==> src/sv/bvsa_pkg.sv <==
// Package for the barometric vertical speed averager.
// Holds field widths, arithmetic constants, controller states and the
// command and status structs. No dependencies.
`default_nettype none

package bvsa_pkg;

  // Field widths of the input and result beats.
  localparam int ALT_W  = 22;
  localparam int DIFF_W = 23;
  localparam int EL_W   = 16;
  localparam int VS_W   = 18;
  localparam int DB_W   = 10;

  // Deadband register reset value in cm/s.
  localparam logic [DB_W-1:0] DB_RESET = DB_W'(10);

  // Climb rate: signed cm/s, saturated to plus or minus RATE_LIMIT.
  localparam int RATE_W     = 17;
  localparam int RMAG_W     = 16;
  localparam int RATE_LIMIT = 50000;

  // Altitude change magnitude and the scale to ms.
  localparam int DMAG_W = DIFF_W - 1;
  localparam int SCALE  = 1000;
  localparam int DVD_W  = 32;
  localparam int CNT_W  = $clog2(DVD_W);

  // Conversion from cm/s to ft/min in Q16.
  localparam int FPM_MULT  = 129009;
  localparam int FPM_W     = 17;
  localparam int FPM_SHIFT = 16;
  localparam int PROD_W    = RMAG_W + FPM_W;

  // Averaging ring; the depth must be a power of two.
  localparam int AVG_DEPTH = 8;
  localparam int AVG_SHIFT = $clog2(AVG_DEPTH);
  localparam int PTR_W     = (AVG_DEPTH > 1) ? $clog2(AVG_DEPTH) : 1;
  localparam int SUM_W     = RATE_W + AVG_SHIFT;

  // Controller states.
  typedef enum logic [2:0] {
    ST_IDLE,
    ST_MUL,
    ST_DIV_GO,
    ST_DIV_WAIT,
    ST_RATE,
    ST_ACC,
    ST_SCALE,
    ST_EMIT
  } bvsa_state_e;

  // Commands from the controller to the datapath.
  typedef struct packed {
    logic capture;
    logic prime;
    logic mul;
    logic div_start;
    logic rate;
    logic acc;
    logic scale;
    logic load_out;
  } bvsa_cmd_t;

  // Status from the datapath to the controller.
  typedef struct packed {
    logic have_prev;
    logic div_done;
  } bvsa_sts_t;

endpackage

`default_nettype wire

==> src/sv/bvsa_div.sv <==
// Radix-2 restoring divider, one quotient bit per cycle, unsigned.
// Depends on bvsa_pkg for the dividend and divisor widths.
`default_nettype none

module bvsa_div
  import bvsa_pkg::*;
(
  input  wire logic             clk_i,
  input  wire logic             rst_ni,
  input  wire logic             start_i,
  input  wire logic [DVD_W-1:0] dividend_i,
  input  wire logic [EL_W-1:0]  divisor_i,
  output logic                  done_o,
  output logic [DVD_W-1:0]      quotient_o
);

  logic             busy_q, busy_d;
  logic             done_q, done_d;
  logic [CNT_W-1:0] cnt_q, cnt_d;
  logic [EL_W-1:0]  rem_q, rem_d;
  logic [DVD_W-1:0] quo_q, quo_d;
  logic [EL_W:0]    rem_sh;
  logic [EL_W:0]    rem_sub;
  logic             fits;

  // One shift-subtract step: bring in the next dividend bit.
  always_comb begin
    rem_sh  = {rem_q, quo_q[DVD_W-1]};
    rem_sub = rem_sh - {1'b0, divisor_i};
    fits    = (rem_sh >= {1'b0, divisor_i});
  end

  // Step counter and quotient shift register.
  always_comb begin
    busy_d = busy_q;
    done_d = 1'b0;
    cnt_d  = cnt_q;
    rem_d  = rem_q;
    quo_d  = quo_q;
    if (start_i) begin
      busy_d = 1'b1;
      cnt_d  = '0;
      rem_d  = '0;
      quo_d  = dividend_i;
    end else if (busy_q) begin
      rem_d = fits ? rem_sub[EL_W-1:0] : rem_sh[EL_W-1:0];
      quo_d = {quo_q[DVD_W-2:0], fits};
      cnt_d = cnt_q + CNT_W'(1);
      if (cnt_q == CNT_W'(DVD_W - 1)) begin
        busy_d = 1'b0;
        done_d = 1'b1;
      end
    end
  end

  always_ff @(posedge clk_i or negedge rst_ni) begin
    if (!rst_ni) begin
      busy_q <= 1'b0;
      done_q <= 1'b0;
      cnt_q  <= '0;
    end else begin
      busy_q <= busy_d;
      done_q <= done_d;
      cnt_q  <= cnt_d;
    end
  end

  always_ff @(posedge clk_i) begin
    rem_q <= rem_d;
    quo_q <= quo_d;
  end

  assign done_o     = done_q;
  assign quotient_o = quo_q;

endmodule

`default_nettype wire

==> src/sv/bvsa_dp.sv <==
// Datapath of the vertical speed averager: sample registers, rate divider,
// averaging ring with running sum, deadband, ft/min scaling and result register.
// Depends on bvsa_pkg and bvsa_div.
`default_nettype none

module bvsa_dp
  import bvsa_pkg::*;
(
  input  wire logic                    clk_i,
  input  wire logic                    rst_ni,
  input  wire bvsa_cmd_t               cmd_i,
  output bvsa_sts_t                    sts_o,
  input  wire logic signed [ALT_W-1:0] pressure_alt_cm_i,
  input  wire logic signed [ALT_W-1:0] gps_alt_cm_i,
  input  wire logic        [EL_W-1:0]  elapsed_ms_i,
  input  wire logic                    cfg_we_i,
  input  wire logic        [DB_W-1:0]  cfg_data_i,
  output logic signed [ALT_W-1:0]      alt_out_cm_o,
  output logic signed [DIFF_W-1:0]     alt_diff_cm_o,
  output logic signed [VS_W-1:0]       vs_fpm_o,
  output logic                         primed_o
);

  // Persistent state.
  logic                     have_prev_q;
  logic signed [ALT_W-1:0]  prev_alt_q;
  logic [DB_W-1:0]          deadband_q;
  logic signed [RATE_W-1:0] ring_q [AVG_DEPTH];
  logic [PTR_W-1:0]         ptr_q;
  logic signed [SUM_W-1:0]  sum_q;

  // Per-sample working registers.
  logic signed [ALT_W-1:0]  alt_q;
  logic signed [DIFF_W-1:0] gdiff_q;
  logic signed [DIFF_W-1:0] delta_q;
  logic [EL_W-1:0]          el_q;
  logic                     prime_q;
  logic                     neg_q;
  logic [DVD_W-1:0]         dvd_q;
  logic signed [RATE_W-1:0] rate_q;
  logic [PROD_W-1:0]        prod_q;
  logic                     vs_neg_q;

  // Result register.
  logic signed [ALT_W-1:0]  alt_out_q;
  logic signed [DIFF_W-1:0] diff_out_q;
  logic signed [VS_W-1:0]   vs_out_q;
  logic                     primed_out_q;

  logic                     div_done;
  logic [DVD_W-1:0]         quotient;
  logic [DMAG_W-1:0]        dmag;
  logic [RMAG_W-1:0]        rmag;
  logic [SUM_W-1:0]         sum_mag;
  logic [RMAG_W-1:0]        avg_mag;
  logic [RMAG_W-1:0]        avg_kept;
  logic [VS_W-1:0]          fpm_mag;
  logic signed [VS_W-1:0]   vs_val;

  // Configuration register.
  always_ff @(posedge clk_i or negedge rst_ni) begin
    if (!rst_ni) begin
      deadband_q <= DB_RESET;
    end else if (cfg_we_i) begin
      deadband_q <= cfg_data_i;
    end
  end

  // Sample capture: the change against the previous altitude is formed here.
  always_ff @(posedge clk_i) begin
    if (cmd_i.capture) begin
      alt_q   <= pressure_alt_cm_i;
      gdiff_q <= DIFF_W'(gps_alt_cm_i) - DIFF_W'(pressure_alt_cm_i);
      delta_q <= DIFF_W'(pressure_alt_cm_i) - DIFF_W'(prev_alt_q);
      el_q    <= (elapsed_ms_i == '0) ? EL_W'(1) : elapsed_ms_i;
      prime_q <= !have_prev_q;
    end
  end

  always_ff @(posedge clk_i or negedge rst_ni) begin
    if (!rst_ni) begin
      have_prev_q <= 1'b0;
      prev_alt_q  <= '0;
    end else if (cmd_i.capture) begin
      have_prev_q <= 1'b1;
      prev_alt_q  <= pressure_alt_cm_i;
    end
  end

  // Magnitude of the change scaled to per-second units.
  assign dmag = delta_q[DIFF_W-1] ? DMAG_W'(-delta_q) : DMAG_W'(delta_q);

  always_ff @(posedge clk_i) begin
    if (cmd_i.mul) begin
      neg_q <= delta_q[DIFF_W-1];
      dvd_q <= DVD_W'(dmag) * DVD_W'(SCALE);
    end
  end

  bvsa_div u_div (
    .clk_i      (clk_i),
    .rst_ni     (rst_ni),
    .start_i    (cmd_i.div_start),
    .dividend_i (dvd_q),
    .divisor_i  (el_q),
    .done_o     (div_done),
    .quotient_o (quotient)
  );

  // Saturate the quotient and restore the sign.
  assign rmag = (quotient > DVD_W'(RATE_LIMIT)) ? RMAG_W'(RATE_LIMIT)
                                                : quotient[RMAG_W-1:0];

  always_ff @(posedge clk_i) begin
    if (cmd_i.rate) begin
      rate_q <= neg_q ? -$signed(RATE_W'(rmag)) : $signed(RATE_W'(rmag));
    end
  end

  // Averaging ring and running sum; a priming sample clears them.
  always_ff @(posedge clk_i or negedge rst_ni) begin
    if (!rst_ni) begin
      for (int i = 0; i < AVG_DEPTH; i++) begin
        ring_q[i] <= '0;
      end
      ptr_q <= '0;
      sum_q <= '0;
    end else if (cmd_i.prime) begin
      for (int i = 0; i < AVG_DEPTH; i++) begin
        ring_q[i] <= '0;
      end
      ptr_q <= '0;
      sum_q <= '0;
    end else if (cmd_i.acc) begin
      ring_q[ptr_q] <= rate_q;
      sum_q         <= sum_q + SUM_W'(rate_q) - SUM_W'(ring_q[ptr_q]);
      ptr_q         <= (ptr_q == PTR_W'(AVG_DEPTH - 1)) ? '0 : ptr_q + PTR_W'(1);
    end
  end

  // Mean magnitude, truncated toward zero, then the deadband.
  assign sum_mag  = sum_q[SUM_W-1] ? SUM_W'(-sum_q) : SUM_W'(sum_q);
  assign avg_mag  = RMAG_W'(sum_mag >> AVG_SHIFT);
  assign avg_kept = (avg_mag < RMAG_W'(deadband_q)) ? '0 : avg_mag;

  always_ff @(posedge clk_i) begin
    if (cmd_i.scale) begin
      vs_neg_q <= sum_q[SUM_W-1];
      prod_q   <= PROD_W'(avg_kept) * PROD_W'(FPM_MULT);
    end
  end

  // Scaled magnitude back to a signed ft/min value.
  assign fpm_mag = VS_W'(prod_q >> FPM_SHIFT);
  assign vs_val  = prime_q  ? '0 :
                   vs_neg_q ? -$signed(fpm_mag) : $signed(fpm_mag);

  // Result register, loaded once the previous beat has left.
  always_ff @(posedge clk_i) begin
    if (cmd_i.load_out) begin
      alt_out_q    <= alt_q;
      diff_out_q   <= gdiff_q;
      vs_out_q     <= vs_val;
      primed_out_q <= !prime_q;
    end
  end

  assign sts_o.have_prev = have_prev_q;
  assign sts_o.div_done  = div_done;

  assign alt_out_cm_o  = alt_out_q;
  assign alt_diff_cm_o = diff_out_q;
  assign vs_fpm_o      = vs_out_q;
  assign primed_o      = primed_out_q;

endmodule

`default_nettype wire
==> config.mk <==
export PLATFORM = sky130hd
export DESIGN_NAME = bvsa_dp
export DESIGN_NICKNAME = d
export VERILOG_FILES = /design/src/sv/bvsa_pkg.sv /design/src/sv/bvsa_div.sv /design/src/sv/bvsa_dp.sv
export SDC_FILE = /design/constraint.sdc
export NUM_CORES = 1
export LEC_CHECK = 0
export BUFFER_PORTS_ARGS = -buffer_cell sky130_fd_sc_hd__buf_2
export CELL_PAD_IN_SITES_DETAIL_PLACEMENT = 1
export CELL_PAD_IN_SITES_GLOBAL_PLACEMENT = 2
export CORE_ASPECT_RATIO = 1.25
export CORE_MARGIN = 1.5
export CORE_UTILIZATION = 43
export CTS_BUF_LIST = sky130_fd_sc_hd__clkbuf_4 sky130_fd_sc_hd__clkbuf_8
export CTS_CLUSTER_DIAMETER = 80
export DETAILED_ROUTE_END_ITERATION = 12
export GPL_ROUTABILITY_DRIVEN = 0
export PLACE_DENSITY = 0.81
export SLEW_MARGIN = 20
export SYNTH_ARGS = -nofsm -noshare
export SYNTH_HDL_FRONTEND = slang
export SYNTH_SLANG_ARGS = --single-unit
==> constraint.sdc <==
create_clock -name clk_i -period 10.3 [get_ports clk_i]
set_input_delay 1.03 -clock clk_i [delete_from_list [all_inputs] [get_ports clk_i]]
set_output_delay 1.03 -clock clk_i [all_outputs]
set_load 0.005 [all_outputs]
Word level (Yosys, flattened, before mapping) --
Index checks and enable logic that the tools add are counted. Widths: inputs -> output; s select.
Word-level totals: memories kept 0, output and inout bits 66, RAM bits 0, word-level logic and storage cells 94, bits in registers 477, bits of input ports 81, ROM bits 0, latch bits 0
Cells by class: reductions and logical operators 7, multipliers 2, bitwise logic cells 2, equality and inequality tests 2, mux-type cells 30, add/sub/neg operators 11, shift-type cells 0, order comparisons 5, divide/modulo/power cells 0
Operator list (number):
- $mux 136 | 2
- $bwmux 136 | 1
- $mux 17 | 4
- $mux 16 | 4
- $mux 32 | 2
- $bmux 17 s3 | 1
- $demux 17 s3 | 1
- $sub 22x22->23 | 2
- $mux 20 | 2
- $mul 16x17->33 const B | 1
- $gt 32x16->1 const B | 1
- $mul 22x7->29 const B | 1
- $mux 22 | 1
- $neg 22->22 | 1
- $add 20x17->20 | 1
- $sub 20x17->20 | 1
- $mux 19 | 1
- $neg 19->19 | 1
- $neg 17->18 | 1
- $ge 17x16->1 | 1
- $neg 16->17 | 1
- $logic_not 16->1 | 1
- $lt 16x10->1 | 1
- $sub 16x16->16 | 1
- 15 further kinds | 25

Longest topological paths before layout --
depth in word-level cells 8, depth in mapped cells 35, gate-level depth less buffers 34

Hierarchy --
A second synthesis with hierarchy kept.
Second synthesis, totals: cells, all modules 3122, area total of the unflattened synthesis 32025.7 µm²
Modules (own cells, without submodules):
- bvsa_dp | instances 1, cells an instance 2787, seq. area each 11233.3 µm², area each 28631.2 µm²
- bvsa_div | instances 1, cells an instance 335, seq. area each 1456.4 µm², area each 3394.5 µm²

Worst setup path after synthesis --
No wires, ideal clock.
kind reg-to-reg, from reg sum_q[3], to reg prod_q[32] (data pin), period minus slack after synthesis 8802 ps, data required time 10041 ps, data arrival time 8543 ps, path buffers 1, setup slack 1498 ps, stages on the path, launching flop included 30, setup time 259 ps, cells stage by stage dfrtp_1 or4_4 or3_1 buf_2 or3_1 or3_1 o21ai_0 xnor2_1 ha_1 nand2b_1 a2111o_1 and2_1 inv_1 fa_1 inv_1 fa_1 inv_1 fa_1 fa_1 fa_1 inv_1 fa_1 inv_1 ha_1 a21oi_1 o211ai_1 a221oi_4 a2111oi_2 o2111a_1 a211o_1
On the way: longest elaborated chain between the ends 5
Ends and longest elaborated chain:
- start: declaration | line bvsa_dp.sv:30 | logic signed [SUM_W-1:0] sum_q;
- start signal: assignment | line bvsa_dp.sv:136 | sum_q <= sum_q + SUM_W'(rate_q) - SUM_W'(ring_q[ptr_q]);
- $neg 19->19 | line bvsa_dp.sv:142 | assign sum_mag = sum_q[SUM_W-1] ? SUM_W'(-sum_q) : SUM_W'(sum_q);
- $mux 19 * | line bvsa_dp.sv:142
- $lt 16x10->1 | line bvsa_dp.sv:144 | assign avg_kept = (avg_mag < RMAG_W'(deadband_q)) ? '0 : avg_mag;
- $mux 16 * | line bvsa_dp.sv:144
- $mul 16x17->33 * | line bvsa_dp.sv:149 | prod_q <= PROD_W'(avg_kept) * PROD_W'(FPM_MULT);
- end signal: assignment | line bvsa_dp.sv:149
- end: declaration | line bvsa_dp.sv:41 | logic [PROD_W-1:0] prod_q;
Every way passes the cells marked *; elsewhere a longest branch is shown, timed or not. A chain may end at the register's enable or synchronous reset.

Worst setup path after layout --
Ends and elaborated chain as after synthesis.

==> flow_summary.json <==
{
  "status": "finished, final reports clean",
  "max-cap-violations": 0,
  "antenna_left": 0,
  "setup_violations": 0,
  "utilization_pct": 48.01,
  "max_freq_ghz": 0.1038,
  "clkLatencyLatePin_ns": 0.70,
  "dr_total_vias": 22960,
  "post_drt_wl_per_cell_um": 19.77,
  "cp_max_fo": 10,
  "setup_slack_ns": 0.6680,
  "initial_core_util_pct": 43.45,
  "cts_resized": 0,
  "post_cts_buffers": 0,
  "ys_async_sr_fraction_pct": 43.17,
  "r2r_cells": 28,
  "r2r-end": "prod_q[32]",
  "critPathArrivalTime_ns": 10.07,
  "whs_ns": 0.3245,
  "core_um2": 73330,
  "crit_end": "prod_q[32]",
  "ioPinCount": 147,
  "synth_fp_nets": 3672,
  "cts-buffers-inserted": 83,
  "dp_hpwl_um": 61860,
  "slew_violations": 0,
  "grt_max_degree": 84,
  "crit_start": "sum_q[3]",
  "finalCritPeriodShare_pct": 93.51,
  "path_class": "reg -> reg",
  "cts_tree": "yes",
  "drive_above_1_share_pct": 10.89,
  "hold_path.class": "in -> async",
  "r2r-start": "sum_q[3]",
  "seq_area_frac_synth_pct": 39.82,
  "htree_levels": 3,
  "holdBufCountCts": 0,
  "grt_overflow": 0,
  "rrSetupSlack_ns": 0.67,
  "period_needed_ns": 9.632,
  "synth_edf_count": 246,
  "die_area_um2": 75760,
  "drc": 0,
  "ys_warn_count": 0,
  "synth_ff_type": "edfxtp_1",
  "viasPerCell": 5.404,
  "startpoint_type": "flop",
  "required_ns": 10.74,
  "crit_slowest_cell": "a2111oi_2",
  "grt_pass1_wl_um": 135300,
  "track_usage_pct": 22.63,
  "layout.nets": 3795,
  "drt_iter0_markers": 988,
  "skew_ns": 0.05788,
  "cpMostUsedCell": "fa_1",
  "slew_headroom_pct": 24.04,
  "endpoint_kind": "flop",
  "cpPeakStageDelay_ns": 0.64,
  "ys_types": 79,
  "antenna_found_initial": 2,
  "tns_ns": 0,
  "first_pass_iters": 5,
  "synth_cells": 3106,
  "areaGrowthSynthToFinish_pct": 10.48,
  "preCtsSetupSlack_ns": 0.6009,
  "tightest_slew_ns": 1.139,
  "grt_pass1_vias": 25280,
  "fp.dieH_um": 307.4,
  "ys_ff_latch": 461,
  "hold_viol": 0,
  "die_w_um": 246.5,
  "num_rows": 111,
  "clockBufferDepth": 3,
  "wl_um": 84020,
  "rsz0062_at_grt": "no",
  "clk_pin_slew_ns": 0.06,
  "root_buffer": "clkbuf_8",
  "port_buffers": 146,
  "cts.sinks": 461,
  "syn_area_um2": 31870,
  "avgSynthCellArea_um2": 10.26
}
-- worst min path at each step --
stage          slack (ns)  depth (start not counted)        from                to
4_1_cts              0.27                          1      rst_ni     deadband_q[7]
6_report             0.32                          1      rst_ni     deadband_q[7]
5_1_grt              0.31                          1      rst_ni        ring_q[40]
3_3_place_gp         0.40                          0   alt_q[21]  alt_out_cm_o[21]
3_5_place_dp         0.41                          0  gdiff_q[6]  alt_diff_cm_o[6]
2_1_floorplan        0.40                          0  gdiff_q[0]  alt_diff_cm_o[0]
-- layout make-up --
class                      instances  area [um2]
fill                            8150       38120
multi-input combinational       2088       17130
sequential                       461       12690
inverter                         433        1625
clock buffer                     118        1468
tap                              960        1201
timing repair buffer             162       868.3
clock inverter                    24       217.7
antenna                            3       7.507
-- cell usage after synthesis (18+ instances only) --
cell type	instances	area, um2
a211oi_1	24	180.2
a21o_1	24	180.2
a21oi_1	235	1176
a22oi_1	68	510.5
and2_1	25	156.4
clkbuf_1	119	446.7
dfrtp_1	197	4930
edfxtp_1	246	7387
fa_1	213	4264
ha_1	272	3403
inv_1	433	1625
mux2_2	33	371.6
mux2i_1	33	330.3
nand2_1	396	1486
nand2b_1	21	131.4
nand3_1	22	110.1
nand4_1	30	187.7
nor2_1	142	533.0
nor2b_1	28	175.2
nor3_1	29	145.1
o21a_1	18	135.1
o21ai_0	108	540.5
or3_1	29	181.4
xnor2_1	111	972.2
xor2_1	51	446.7
-- stage by stage --
step	cells	instance area, um2
final	4249	35210
after CTS	4246	35200
after global routing	4249	35210
after detailed placement	4104	33510
after global placement	4104	33510
after floorplan	3106	31870
-- critical path: cells and delay by family, from the launching register on --
family | cells | cell delay [ns]
AO/OA/AOI/OAI | 7 | 2.33
AND/OR/NAND/NOR | 7 | 2.37
flip-flops | 1 | 0.42
buffers and inverters | 5 | 0.69
adder cells (fa/ha/maj) | 8 | 3.41
XOR/XNOR | 1 | 0.19
-- metal layers --
metal | GRT usage (%) | share of wire, %
met1 | 26.88 | 40
met2 | 41.48 | 53
met3 | 3.346 | 3.5
met4 | 7.388 | 2.8
met5 | 0 | 0
-- cells in the final DEF, fill, tap and decap left out, types with 29 or more instances in the layout --
cell      count
a22oi_1      68
mux2i_1      33
mux2_2       33
inv_1       432
o21ai_0     108
xor2_1       51
or3_1        29
dfrtp_1     197
clkbuf_8     94
buf_2       143
fa_1        213
nand4_1      30
a21oi_1     235
nand2_1     396
ha_1        272
nor2_1      141
edfxtp_1    246
xnor2_1     111
-- registers in the layout (all words and copies together) (netlist names), 3 cells and up --
register and count:
u_div.quotient_o 32, el_q 16, rate_q 17, ring_q 136
alt_out_cm_o 22, u_div.rem_q 16, delta_q 23, sum_q 20
alt_q 22, ptr_q 3, gdiff_q 23, dvd_q 29
prev_alt_q 22, alt_diff_cm_o 23, u_div.cnt_q 5, prod_q 17
deadband_q 10, vs_fpm_o 18
-- kinds of logic after synthesis --
logic type,share of synthesized area [%]
simple gates,10.89
compound gates,11.93
buf+inv,6.589
fa+ha+maj,24.06
flops,39.82
xor+xnor,4.453
mux,2.250
Power is not shown: default switching activity piles up to over one toggle a cycle in this logic, so the estimate is an artifact.
