## src/sv/bvsa_pkg.sv

```systemverilog
// Package for the barometric vertical speed averager.
// Holds field widths, arithmetic constants, controller states and the
// command and status structs. No dependencies.
`default_nettype none

package bvsa_pkg;

  // Field widths of the input and result beats.
  localparam int ALT_W  = 22;
  localparam int DIFF_W = 23;
  localparam int EL_W   = 16;
  localparam int VS_W   = 18;
  localparam int DB_W   = 10;

  // Deadband register reset value in cm/s.
  localparam logic [DB_W-1:0] DB_RESET = DB_W'(10);

  // Climb rate: signed cm/s, saturated to plus or minus RATE_LIMIT.
  localparam int RATE_W     = 17;
  localparam int RMAG_W     = 16;
  localparam int RATE_LIMIT = 50000;

  // Altitude change magnitude and the scale to ms.
  localparam int DMAG_W = DIFF_W - 1;
  localparam int SCALE  = 1000;
  localparam int DVD_W  = 32;
  localparam int CNT_W  = $clog2(DVD_W);

  // Conversion from cm/s to ft/min in Q16.
  localparam int FPM_MULT  = 129009;
  localparam int FPM_W     = 17;
  localparam int FPM_SHIFT = 16;
  localparam int PROD_W    = RMAG_W + FPM_W;

  // Averaging ring; the depth must be a power of two.
  localparam int AVG_DEPTH = 8;
  localparam int AVG_SHIFT = $clog2(AVG_DEPTH);
  localparam int PTR_W     = (AVG_DEPTH > 1) ? $clog2(AVG_DEPTH) : 1;
  localparam int SUM_W     = RATE_W + AVG_SHIFT;

  // Controller states.
  typedef enum logic [2:0] {
    ST_IDLE,
    ST_MUL,
    ST_DIV_GO,
    ST_DIV_WAIT,
    ST_RATE,
    ST_ACC,
    ST_SCALE,
    ST_EMIT
  } bvsa_state_e;

  // Commands from the controller to the datapath.
  typedef struct packed {
    logic capture;
    logic prime;
    logic mul;
    logic div_start;
    logic rate;
    logic acc;
    logic scale;
    logic load_out;
  } bvsa_cmd_t;

  // Status from the datapath to the controller.
  typedef struct packed {
    logic have_prev;
    logic div_done;
  } bvsa_sts_t;

endpackage

`default_nettype wire

```

## src/sv/bvsa_ctrl.sv

```systemverilog
// Sequencing state machine of the vertical speed averager.
// Depends on bvsa_pkg for the state enum and the command and status structs.
`default_nettype none

module bvsa_ctrl
  import bvsa_pkg::*;
(
  input  wire logic      clk_i,
  input  wire logic      rst_ni,
  input  wire logic      in_valid_i,
  output logic           in_ready_o,
  output logic           out_valid_o,
  input  wire logic      out_ready_i,
  input  wire bvsa_sts_t sts_i,
  output bvsa_cmd_t      cmd_o
);

  bvsa_state_e state_q, state_d;
  logic        out_valid_q, out_valid_d;
  logic        in_beat;
  logic        out_free;

  assign in_beat  = (state_q == ST_IDLE) && in_valid_i;
  assign out_free = !out_valid_q || out_ready_i;

  // Next state.
  always_comb begin
    state_d = state_q;
    case (state_q)
      ST_IDLE: begin
        if (in_valid_i) begin
          state_d = sts_i.have_prev ? ST_MUL : ST_EMIT;
        end
      end
      ST_MUL:      state_d = ST_DIV_GO;
      ST_DIV_GO:   state_d = ST_DIV_WAIT;
      ST_DIV_WAIT: begin
        if (sts_i.div_done) begin
          state_d = ST_RATE;
        end
      end
      ST_RATE:     state_d = ST_ACC;
      ST_ACC:      state_d = ST_SCALE;
      ST_SCALE:    state_d = ST_EMIT;
      ST_EMIT: begin
        if (out_free) begin
          state_d = ST_IDLE;
        end
      end
      default:     state_d = ST_IDLE;
    endcase
  end

  // Commands to the datapath.
  always_comb begin
    cmd_o           = '0;
    cmd_o.capture   = in_beat;
    cmd_o.prime     = in_beat && !sts_i.have_prev;
    cmd_o.mul       = (state_q == ST_MUL);
    cmd_o.div_start = (state_q == ST_DIV_GO);
    cmd_o.rate      = (state_q == ST_RATE);
    cmd_o.acc       = (state_q == ST_ACC);
    cmd_o.scale     = (state_q == ST_SCALE);
    cmd_o.load_out  = (state_q == ST_EMIT) && out_free;
  end

  // Result valid: set when the output register loads, cleared when taken.
  always_comb begin
    out_valid_d = out_valid_q;
    if (cmd_o.load_out) begin
      out_valid_d = 1'b1;
    end else if (out_ready_i) begin
      out_valid_d = 1'b0;
    end
  end

  always_ff @(posedge clk_i or negedge rst_ni) begin
    if (!rst_ni) begin
      state_q     <= ST_IDLE;
      out_valid_q <= 1'b0;
    end else begin
      state_q     <= state_d;
      out_valid_q <= out_valid_d;
    end
  end

  assign in_ready_o  = (state_q == ST_IDLE);
  assign out_valid_o = out_valid_q;

endmodule

`default_nettype wire

```

## config.mk

```make
export PLATFORM = sky130hd
export DESIGN_NAME = bvsa_ctrl
export DESIGN_NICKNAME = d
export VERILOG_FILES = /design/src/sv/bvsa_pkg.sv /design/src/sv/bvsa_ctrl.sv
export SDC_FILE = /design/constraint.sdc
export NUM_CORES = 1
export LEC_CHECK = 0
export BUFFER_PORTS_ARGS = -buffer_cell sky130_fd_sc_hd__buf_2
export CAP_MARGIN = 20
export CORE_AREA = 2 2 39 41
export DETAILED_ROUTE_END_ITERATION = 8
export DIE_AREA = 0 0 41 43
export PLACE_DENSITY = 0.58
export SLEW_MARGIN = 0
export SYNTH_ARGS = -nofsm -noshare
export SYNTH_HDL_FRONTEND = slang
export SYNTH_SLANG_ARGS = --single-unit
```

## constraint.sdc

```tcl
create_clock -name clk_i -period 1 [get_ports clk_i]
set_input_delay 0 -clock clk_i [delete_from_list [all_inputs] [get_ports clk_i]]
set_output_delay 0 -clock clk_i [all_outputs]
set_load 0.005 [all_outputs]
```

# --- Yosys cells after proc, flatten, opt, wreduce, memory -nomap -nowiden ---
# Cells that the tools add are included.
totals:
  ff_bits: 4
  output_inout_bits: 10
  wordCells: 28
op_classes:
  eq_ne: 10
  mux: 7
  n_reduce_logical: 9
op_table:
  columns: ["operator", "count"]
  rows:
  - ["$pmux W3 S8", 1]
  - ["$eq A3 B3 Y1 const B", 4]
  - ["$mux W3", 4]
  - ["$eq A3 B2 Y1 const B", 2]
  - ["$ne A2 B2 Y1 const B", 3]
  - ["$eq A3 B1 Y1 const B", 1]
  - ["$logic_and A1 B1 Y1", 3]
  - ["$logic_not A3 Y1", 1]
  - ["$reduce_and A3 Y1", 1]
  - ["$logic_not A1 Y1", 2]
  - ["$mux W1", 2]
  - ["$reduce_bool A2 Y1", 1]
  - ["$logic_or A1 B1 Y1", 1]

# --- Depth between registers and ports, before layout ---
# Gate-level depths: netlist of the first run.
depth:
  ltp_word: 4
  ltp_mapped: 4
  mapped_depth_nobuf: 3

# --- Worst setup path before layout of the first run ---
# No wires, ideal clock.
synth_path:
  path_type: "register -> register"
  startpoint: "register state_q[2]"
  endpoint: "register state_q[2]"
  setup_time_ns: 0.131
  t_arrival_ns: 0.926
  required_ns: 0.869
  slack_ns: -0.057
  stages_incl_launch_ff: 5
  path_buffers: 1
  cell_sequence: "dfrtp_1 -> buf_6 -> clkinv_1 -> a21oi_1 -> or3_1"
synth_via:
  elab_chain_len: 3
  word_cells_on_any_way: 13
  classes_between: "eq/ne: 10; mux: 1; reduce/logical: 2"
synth_rtl:
  columns: ["item", "line", "rtl"]
  rows:
  - ["start: declaration", "bvsa_ctrl.sv:18", "bvsa_state_e state_q, state_d;"]
  - ["start signal: assignment", "bvsa_ctrl.sv:82", "state_q <= state_d;"]
  - ["$eq A3 B3 Y1 (tied with other cells)", "bvsa_ctrl.sv:29", "case (state_q)"]
  - ["$ne A2 B2 Y1 (no line)", null, null]
  - ["$reduce_and A3 Y1 (no line)", null, null]
# Several ways; a longest one is shown, not always the timed one.
# A chain may end at the register's enable or synchronous reset.

# --- Worst setup path in the final report of the first run ---
layout_path:
  startpoint: "register state_q[0]"
  endpoint: "register state_q[2]"
# Same word-level chain as after synthesis.

==> results of run 1 <==
-- critical path: cells and delay by family, from the launching register on --
kind / cells / cell delay (ns)
simple gates: 2 / 0.48
compound gates: 1 / 0.14
flops: 1 / 0.43
buf+inv: 1 / 0.15
-- cells in the final DEF (no fill, tap or decap) --
cell,netlist,final
nand3_4,0,1
nand2_1,4,3
clkinv_4,0,1
nand2_2,0,1
clkbuf_4,0,3
or3b_1,1,1
nor3_4,0,1
or3_1,1,1
o21ai_2,0,1
buf_2,2,15
o21bai_2,0,1
dfrtp_1,4,2
o21ai_1,0,1
nand2b_1,2,2
buf_4,2,8
dfrtp_2,0,2
a21oi_1,2,1
nor4_2,0,1
nor3b_1,4,1
buf_6,1,6
nor3_1,1,1
a21oi_2,0,1
dlygate4sd3_1,0,1
nor2_1,3,3
and2_1,1,1
nor3b_2,0,3
nor2b_2,0,1
a221oi_2,0,1
a22oi_2,0,1
-- cell families after synthesis --
family	count (synthesis)	share of synthesized area [%]
DFF	4	32.7
and+or+nand+nor	21	40.0
AOI/OAI and AO/OA	7	14.3
buffers and inverters	6	13.1
-- report_power, final --
group	internal (mW)	leakage [nW]	switching, mW
sequential	0.253	0.0451	0.119
clock	0.135	0.0138	0.0749
combinational	0.789	0.229	0.605
-- final cells by class --
class / count / area, um^2
repair buffers: 30 / 213
well taps: 16 / 20.0
inverters: 1 / 8.76
multi-input cells: 28 / 234
flip-flops and latches: 4 / 103
fillers: 132 / 783
clock buffers: 3 / 22.5
-- sequential cells by signal (all words and copies together) (netlist names) --
name and flops:
state_q 3, out_valid_o 1
-- final timing paths --
| check | from | end | slack [ns] | cells past startpoint |
|---|---|---|---|---|
| worst max-delay path | state_q[0]$_DFFE_PN0P_ | state_q[2]$_DFFE_PN0P_ | -0.26 | 4 |
| worst min-delay path | rst_ni | state_q[1]$_DFFE_PN0P_ | 0.09 | 2 |
| worst max register to register | state_q[0]$_DFFE_PN0P_ | state_q[2]$_DFFE_PN0P_ | -0.26 | 4 |
| worst min register to register | out_valid_o$_DFFE_PN0P_ | out_valid_o$_DFFE_PN0P_ | 0.56 | 2 |
| max in group asynchronous | rst_ni | state_q[0]$_DFFE_PN0P_ | 0.77 | 2 |
| min in group clk_i | out_ready_i | out_valid_o$_DFFE_PN0P_ | 0.11 | 3 |
-- per-stage QoR --
stage	utilization, %	TNS, ns	std cells	setup slack, ns	area (um^2)
2_1_floorplan	-	-0.0189	38	-0.0189	312
3_3_place_gp	30.6	-0.0886	71	-0.0748	423
3_5_place_dp	30.6	-0.175	71	-0.125	423
4_1_cts	39.2	-1.50	80	-0.211	543
5_1_grt	43.4	-2.32	82	-0.283	601
6_report	43.4	-1.70	82	-0.256	601
-- repair_timing --
action	4_1_cts	5_1_grt
pin swaps	6	4
cloned	0	0
setup endpoints to repair	11	12
buffers inserted	5	2
hold buffers	1	0
resized for setup	13	11
hold endpoints to repair	4	0
-- per-layer routing --
metal	GRT usage (%)	vias to the layer above
li1	-	190
met1	14.0	189
met2	18.8	14
met3	2.09	4
met4	13.3	0
met5	0	-
==> impl_metrics.py, run 1 <==
metrics = {
    "timing": {
        "setup_viol": 11,
        "min_period_ns": 1.26,
        "hold_slack_ns": 0.0883,
        "slew_headroom_pct": 84.6,
        "fmax_ghz": 0.796,
        "fin_skew_ns": 0.00905,
        "rsz0062_at_grt": "true",
        "fin_crit_sh_pct": 126,
        "hold_viol_final": 0,
        "worst_slack_ns": -0.256,
        "final-max-slew-violation-count": 0,
        "worstMarginPinSlew_ns": 0.230,
    },
    "run_status": {
        "violations": "negative setup slack",
        "status": "finished, violations left",
    },
    "route": {
        "via_per_inst": 4.84,
        "wl_per_cell_um": 12.1,
        "firstDrtPassIters": 3,
        "met2WireLength_um": 570,
        "met3_length_um": 49,
        "top_layer": "met4",
        "drt_iter0_drc": 11,
        "drt_wl_total_um": 991,
        "num_vias": 397,
        "drc": 0,
        "ant_nets": 0,
        "m1WireLength_um": 341,
    },
    "floorplan": {
        "dieArea_um2": 1760,
        "core_area_um2": 1380,
        "dieHeight_um": 43,
        "initial_core_util_pct": 22.2,
        "die_x_um": 41,
        "pin_count": 16,
        "rows": 14,
    },
    "logic_synthesis": {
        "synth_ff_type": "dfrtp_1",
        "syn_avg_cell_area_um2": 8.07,
        "synth_edf_count": 0,
        "synth_common_cells": "4 x dfrtp_1, 4 x nand2_1, 4 x nor3b_1",
        "synth-seq-area-share_pct": 32.7,
        "yosysWarnings": 0,
        "synth_top_area_cell": "dfrtp_1",
        "synthesis.nets": 44,
        "syn-instance-count": 38,
        "ys_types": 22,
        "synthArstFlopShare_pct": 100,
        "ys_ff_latch": 4,
        "ys_top_cells_by_area": "dfrtp_1 33%, nor3b_1 9.8%, buf_4 4.9%",
        "synth_top_area_share_pct": 32.7,
        "netlist_area_um2": 307,
    },
    "worst_setup_path": {
        "arrival_ns": 1.44,
        "critPathCaptureType": "flip-flop",
        "cp.required_ns": 1.18,
        "max_stage_delay_ns": 0.43,
        "worst_setup_path_start_kind": "flip-flop",
        "slowest_stage": "dfrtp_2",
        "critPathKind": "flip-flop to flip-flop",
        "cp_cell_sequence": "buf_4 > or3b_1 > a21oi_2 > or3_1",
        "worst-path-max-fanout": 4,
    },
    "grt": {
        "grt_pass1_vias": 379,
        "antenna_found_initial": 0,
        "globalRouteOverflowTotal": 0,
        "grt_max_degree": 7,
        "grt_use_total_pct": 12.8,
        "grt_pass1_wl_mm": 1.48,
    },
    "clocking": {
        "cts.sinks": 4,
        "cts_tree": "done",
        "max-clock-path-buffers": 2,
        "clock_latency_ns": 0.24,
        "cts-htree-levels": 1,
        "cts_made_buffers": 3,
        "root_buffer": "clkbuf_4",
        "clk_pin_slew_ns": 0.04,
    },
    "run": {
        "cap_violations": 0,
    },
    "power": {
        "powerDensity_nw_per_um2": 3290,
        "ir_drop_mv": 1.09,
        "power_leakage_nw": 0.288,
        "total_power_mw": 1.98,
    },
    "finish": {
        "drive_gt1_share_pct": 72.7,
        "area_delta_synth_final_pct": 95.9,
        "antenna_cells": 0,
        "nets": 74,
    },
    "hold_path": {
        "hold_class": "primary input to asynchronous set/reset pin",
    },
    "place": {
        "hpwl_um": 598,
        "port_buffers": 15,
        "routabilityCongestion": 0.789,
    },
}
Note: power is estimated with default switching activity, not from simulation.
==> run 2: changes to the inputs <==
PLACE_DENSITY = 0.51   (was 0.58)
==> run 2 against run 1 <==
The flow still finishes with violations (negative setup slack). First-iteration DRC count fell by 36%. Critical path depth unchanged. Die area stayed put. Highest routed layer is now met3.
==> impl_metrics.py, run 2 (synthesis results as in run 1) <==
metrics = {
    "run_status": {
        "status": "finished, violations left",
        "violations": "negative setup slack",
    },
    "grt": {
        "grt_use_total_pct": 12.7,
        "grt_pass1_vias": 358,
        "grt_max_degree": 6,
        "globalRouteOverflowTotal": 0,
        "grt_pass1_wl_mm": 1.51,
        "antenna_found_initial": 0,
    },
    "floorplan": {
        "core_area_um2": 1380,
        "dieArea_um2": 1760,
        "initial_core_util_pct": 22.2,
        "rows": 14,
        "pin_count": 16,
        "die_x_um": 41,
        "dieHeight_um": 43,
    },
    "power": {
        "powerDensity_nw_per_um2": 3250,
        "ir_drop_mv": 1.24,
        "power_leakage_nw": 0.314,
        "total_power_mw": 2.11,
    },
    "clocking": {
        "cts.sinks": 4,
        "clk_pin_slew_ns": 0.04,
        "cts_tree": "done",
        "root_buffer": "clkbuf_4",
        "clock_latency_ns": 0.23,
        "cts_made_buffers": 3,
        "max-clock-path-buffers": 2,
        "cts-htree-levels": 1,
    },
    "worst_setup_path": {
        "cp.required_ns": 1.17,
        "critPathKind": "flip-flop to flip-flop",
        "reg2reg_slack_ns": -0.25,
        "max_stage_delay_ns": 0.43,
        "worst-path-max-fanout": 4,
        "arrival_ns": 1.42,
        "cp_top_family": "simple AND/OR/NAND/NOR gates",
        "worst_setup_path_start_kind": "flip-flop",
        "slowest_stage": "dfrtp_2",
        "cp_cell_sequence": "buf_4 > or3b_1 > a21oi_1 > or3_1",
        "rr_worst_depth": 4,
        "critPathCaptureType": "flip-flop",
        "cp.buffers_inverters": 1,
        "cp.depth": 4,
    },
    "finish": {
        "drive_gt1_share_pct": 75.4,
        "stdcell_count": 85,
        "regMostFlops": "state_q",
        "final_common_cell": "buf_2",
        "fillers": 139,
        "antenna_cells": 0,
        "area_delta_synth_final_pct": 111,
        "nets": 77,
        "utilization_pct": 46.8,
        "largest_reg_flops": 3,
        "final_cell_mix": "15 x buf_2, 10 x buf_4, 7 x buf_6, 3 x nor3b_2, 3 x clkbuf_4",
    },
    "timing": {
        "final-max-slew-violation-count": 0,
        "setup_viol": 12,
        "hold_viol_final": 0,
        "fin_crit_sh_pct": 125,
        "min_period_ns": 1.25,
        "rsz0062_at_grt": "true",
        "slew_headroom_pct": 86.0,
        "fmax_ghz": 0.798,
        "fin_skew_ns": 0.00239,
        "worst_slack_ns": -0.254,
        "worstMarginPinSlew_ns": 0.209,
    },
    "route": {
        "drt_wl_total_mm": 1.05,
        "drc": 0,
        "ant_nets": 0,
        "drt_iter0_drc": 7,
        "via_per_inst": 4.53,
        "wl_per_cell_um": 12.4,
        "firstDrtPassIters": 2,
        "num_vias": 385,
    },
    "place": {
        "pre_cts_slack_ns": -0.0932,
        "port_buffers": 15,
        "place_inst": 74,
        "routabilityCongestion": 0.801,
        "hpwl_um": 635,
    },
    "hold_path": {
        "holdPathStages": 4,
        "hold_class": "primary input to flip-flop",
    },
    "run": {
        "cap_violations": 0,
    },
}
run 2: what timing repair did:
item | in CTS | in global routing
hold buffers | 1 | 0
buffers inserted | 6 | 2
gates resized for setup | 19 | 11
pin swaps | 8 | 3
hold endpoints to repair | 4 | 0
setup endpoints to repair | 12 | 13
run 2: through the flow:
stage | TNS, ns | hold slack (ns) | area [um^2]
6_report | -1.71 | 0.0878 | 648
5_1_grt | -2.26 | 0.107 | 648
4_1_cts | -1.70 | 0.0737 | 588
3_5_place_dp | -0.223 | -0.191 | 445
3_3_place_gp | -0.183 | -0.188 | 445
2_1_floorplan | -0.0189 | -0.296 | 312
run 2: tightest hold or removal path: stages:
cell	delay, ns
buf_2	0.10
nand2_4	0.06
o21ai_2	0.05
a22oi_1	0.06
run 2: area by class of cell:
cell class                 instances  area, um^2  area share [%]
sequential                         4         103            15.8
clock buffer                       3        22.5            3.47
tap                               16        20.0            3.09
inverter                           1        8.76            1.35
timing repair buffer              33         239            36.9
multi-input combinational         28         255            39.4
run 2: final timing paths:
kind | end | start
min in group asynchronous | state_q[2]$_DFFE_PN0P_ | rst_ni
worst max-delay path | state_q[2]$_DFFE_PN0P_ | state_q[0]$_DFFE_PN0P_
worst max register to register | state_q[2]$_DFFE_PN0P_ | state_q[0]$_DFFE_PN0P_
worst min register to register | out_valid_o$_DFFE_PN0P_ | out_valid_o$_DFFE_PN0P_
max in group asynchronous | state_q[0]$_DFFE_PN0P_ | rst_ni
worst min-delay path | state_q[0]$_DFFE_PN0P_ | sts_i[0]
run 2: power breakdown:
group / switching (mW) / total, mW / internal, mW / leakage [nW]
registers: 0.107 / 0.361 / 0.253 / 0.0451
logic: 0.680 / 1.54 / 0.864 / 0.255
clock network: 0.0667 / 0.201 / 0.134 / 0.0138
run 2: metal layers:
metal,up-vias,routed length [um],track usage (%)
met5,-,0,0
met4,0,0,2.00
met3,0,29,6.28
met2,7,614,19.7
met1,183,406,15.5
li1,195,-,-
==> run 3: changes to the inputs <==
TNS_END_PERCENT = 20   (was unset)
==> run 3 against run 2 <==
The run still ends with negative setup slack left. Count of clock-buffer cells in the layout did not move. Critical path depth unchanged. Final cell count fell by 3.5%. Clock power about the same. Via count grew 1.6%. Largest cell class unchanged.
==> impl_metrics.py, run 3 (synthesis results as in run 1) <==
metrics = {
    "worst_setup_path": {
        "arrival_ns": 1.22,
        "cp_cell_sequence": "buf_6 > nor3_4 > and2_1 > buf_2",
        "slowest_stage": "dfrtp_2",
        "regToRegEndpoint": "state_q[2]$_DFFE_PN0P_",
        "max_stage_delay_ns": 0.43,
        "rr_worst_depth": 4,
        "critPathCaptureType": "output port",
        "r2r_start": "state_q[0]$_DFFE_PN0P_",
        "cp.required_ns": 1.00,
        "worst_setup_path_start_kind": "flip-flop",
        "reg2reg_slack_ns": -0.21,
        "critPathKind": "flip-flop to output port",
        "worst-path-max-fanout": 5,
    },
    "run_status": {
        "violations": "negative setup slack",
        "status": "finished, violations left",
    },
    "hold_path": {
        "hold_class": "primary input to flip-flop",
        "holdPathStages": 4,
        "hold_end": "state_q[0]$_DFFE_PN0P_",
        "min_from": "sts_i[0]",
    },
    "timing": {
        "worstMarginPinSlew_ns": 0.328,
        "fmax_ghz": 0.823,
        "hold_slack_ns": 0.0677,
        "worst_slack_ns": -0.215,
        "hold_viol_final": 0,
        "slew_headroom_pct": 78.1,
        "fin_crit_sh_pct": 122,
        "fin_skew_ns": 0.00310,
        "min_period_ns": 1.22,
        "rsz0062_at_grt": "true",
        "setup_viol": 11,
        "final-max-slew-violation-count": 0,
    },
    "grt": {
        "grt_max_degree": 7,
        "grt_pass1_vias": 352,
        "grt_use_total_pct": 12.5,
        "globalRouteOverflowTotal": 0,
        "grt_pass1_wl_mm": 1.48,
        "antenna_found_initial": 0,
    },
    "power": {
        "ir_drop_mv": 1.25,
        "p_int_mw": 1.11,
        "sw_frac_of_total_pct": 39.5,
        "p_switching_mw": 0.722,
        "powerDensity_nw_per_um2": 3160,
        "p_comb_share_pct": 69.2,
        "power.share.sequential_pct": 19.7,
        "p_clk_share_pct": 11.1,
        "power_leakage_nw": 0.281,
    },
    "clocking": {
        "clk_pin_slew_ns": 0.04,
        "cts_tree": "done",
        "root_buffer": "clkbuf_4",
        "cts-htree-levels": 1,
        "max-clock-path-buffers": 2,
        "clock_latency_ns": 0.24,
        "cts_made_buffers": 3,
        "cts.sinks": 4,
    },
    "place": {
        "hpwl_um": 635,
        "port_buffers": 15,
        "place_inst": 74,
        "routabilityCongestion": 0.801,
    },
    "run": {
        "cap_violations": 0,
    },
    "finish": {
        "area_delta_synth_final_pct": 89.0,
        "antenna_cells": 0,
        "nets": 74,
        "largest_reg_flops": 3,
        "stdcell_count": 82,
        "drive_gt1_share_pct": 69.7,
        "final_common_cell": "buf_2",
        "regMostFlops": "state_q",
        "final_cell_mix": "15 x buf_2, 9 x buf_4, 5 x buf_6, 3 x nand2_1, 3 x clkbuf_4",
    },
    "floorplan": {
        "rows": 14,
        "initial_core_util_pct": 22.2,
        "dieArea_um2": 1760,
        "pin_count": 16,
        "die_x_um": 41,
        "core_area_um2": 1380,
        "dieHeight_um": 43,
    },
    "route": {
        "via_per_inst": 4.77,
        "drc": 0,
        "drt_iter0_drc": 8,
        "num_vias": 391,
        "wl_per_cell_um": 11.3,
        "ant_nets": 0,
        "firstDrtPassIters": 2,
        "drt_wl_total_um": 927,
    },
}
## run 3: stage by stage
step | instance area (um^2) | power [mW] | TNS [ns] | setup WS (ns) | utilization (%)
floorplan | 312 | 0.857 | -0.0189 | -0.0189 | -
global placement | 445 | 1.25 | -0.183 | -0.0661 | 32.2
finish | 579 | 1.83 | -1.69 | -0.215 | 41.9
CTS | 554 | 1.74 | -1.68 | -0.223 | 40.1
global route | 579 | 1.99 | -2.29 | -0.254 | 41.9
detailed placement | 445 | 1.25 | -0.223 | -0.0932 | 32.2
## run 3: how the worst max path moves through the flow
| stage | startpoint | end | slack [ns] | cells past startpoint |
|---|---|---|---|---|
| 3_5_place_dp | state_q[0]$_DFFE_PN0P_ | state_q[2]$_DFFE_PN0P_ | -0.09 | 3 |
| 4_1_cts | state_q[0]$_DFFE_PN0P_ | cmd_o[7] | -0.22 | 4 |
| 5_1_grt | state_q[0]$_DFFE_PN0P_ | cmd_o[7] | -0.25 | 4 |
| 6_report | state_q[0]$_DFFE_PN0P_ | cmd_o[7] | -0.22 | 4 |
| 3_3_place_gp | state_q[0]$_DFFE_PN0P_ | state_q[2]$_DFFE_PN0P_ | -0.07 | 3 |
| 2_1_floorplan | state_q[2]$_DFFE_PN0P_ | state_q[2]$_DFFE_PN0P_ | -0.02 | 4 |
## run 3: cell type report
cell class	instances	area [um^2]
Sequential cell	4	103
Multi-Input combinational cell	28	216
Timing Repair Buffer	30	209
Clock buffer	3	22.5
Tap cell	16	20.0
Fill cell	149	805
Inverter	1	8.76
## run 3: routing by layer
| layer | up-vias | wire length (um) | GRT usage (%) | part of all wire (%) |
|---|---|---|---|---|
| li1 | 194 | - | - | - |
| met1 | 190 | 411 | 13.9 | 44 |
| met2 | 7 | 493 | 20.6 | 53 |
| met3 | 0 | 22 | 6.28 | 2.4 |
| met4 | 0 | 0 | 2.00 | 0 |
| met5 | - | 0 | 0 | 0 |
## run 3: power by group through the flow
stage               registers (mW)  logic (mW)  clock network (mW)
detailed placement           0.358       0.888                   0
CTS                          0.353        1.17               0.215
global placement             0.351       0.895                   0
floorplan                    0.300       0.557                   0
global route                 0.374        1.39               0.222
finish                       0.360        1.27               0.203
## run 3: what timing repair did
action | CTS | global route
buffers inserted | 3 | 1
cloned | 0 | 0
hold endpoints to repair | 4 | 0
resized for setup | 15 | 4
setup endpoints to repair | 12 | 12
pin swaps | 6 | 3
hold buffers | 1 | 0
## run 3: worst max-delay path, delay by kind of cell (launching register included)
kind / cells / cell delay, ns
flip-flops: 1 / 0.43
AND/OR/NAND/NOR: 2 / 0.31
buffers and inverters: 2 / 0.24
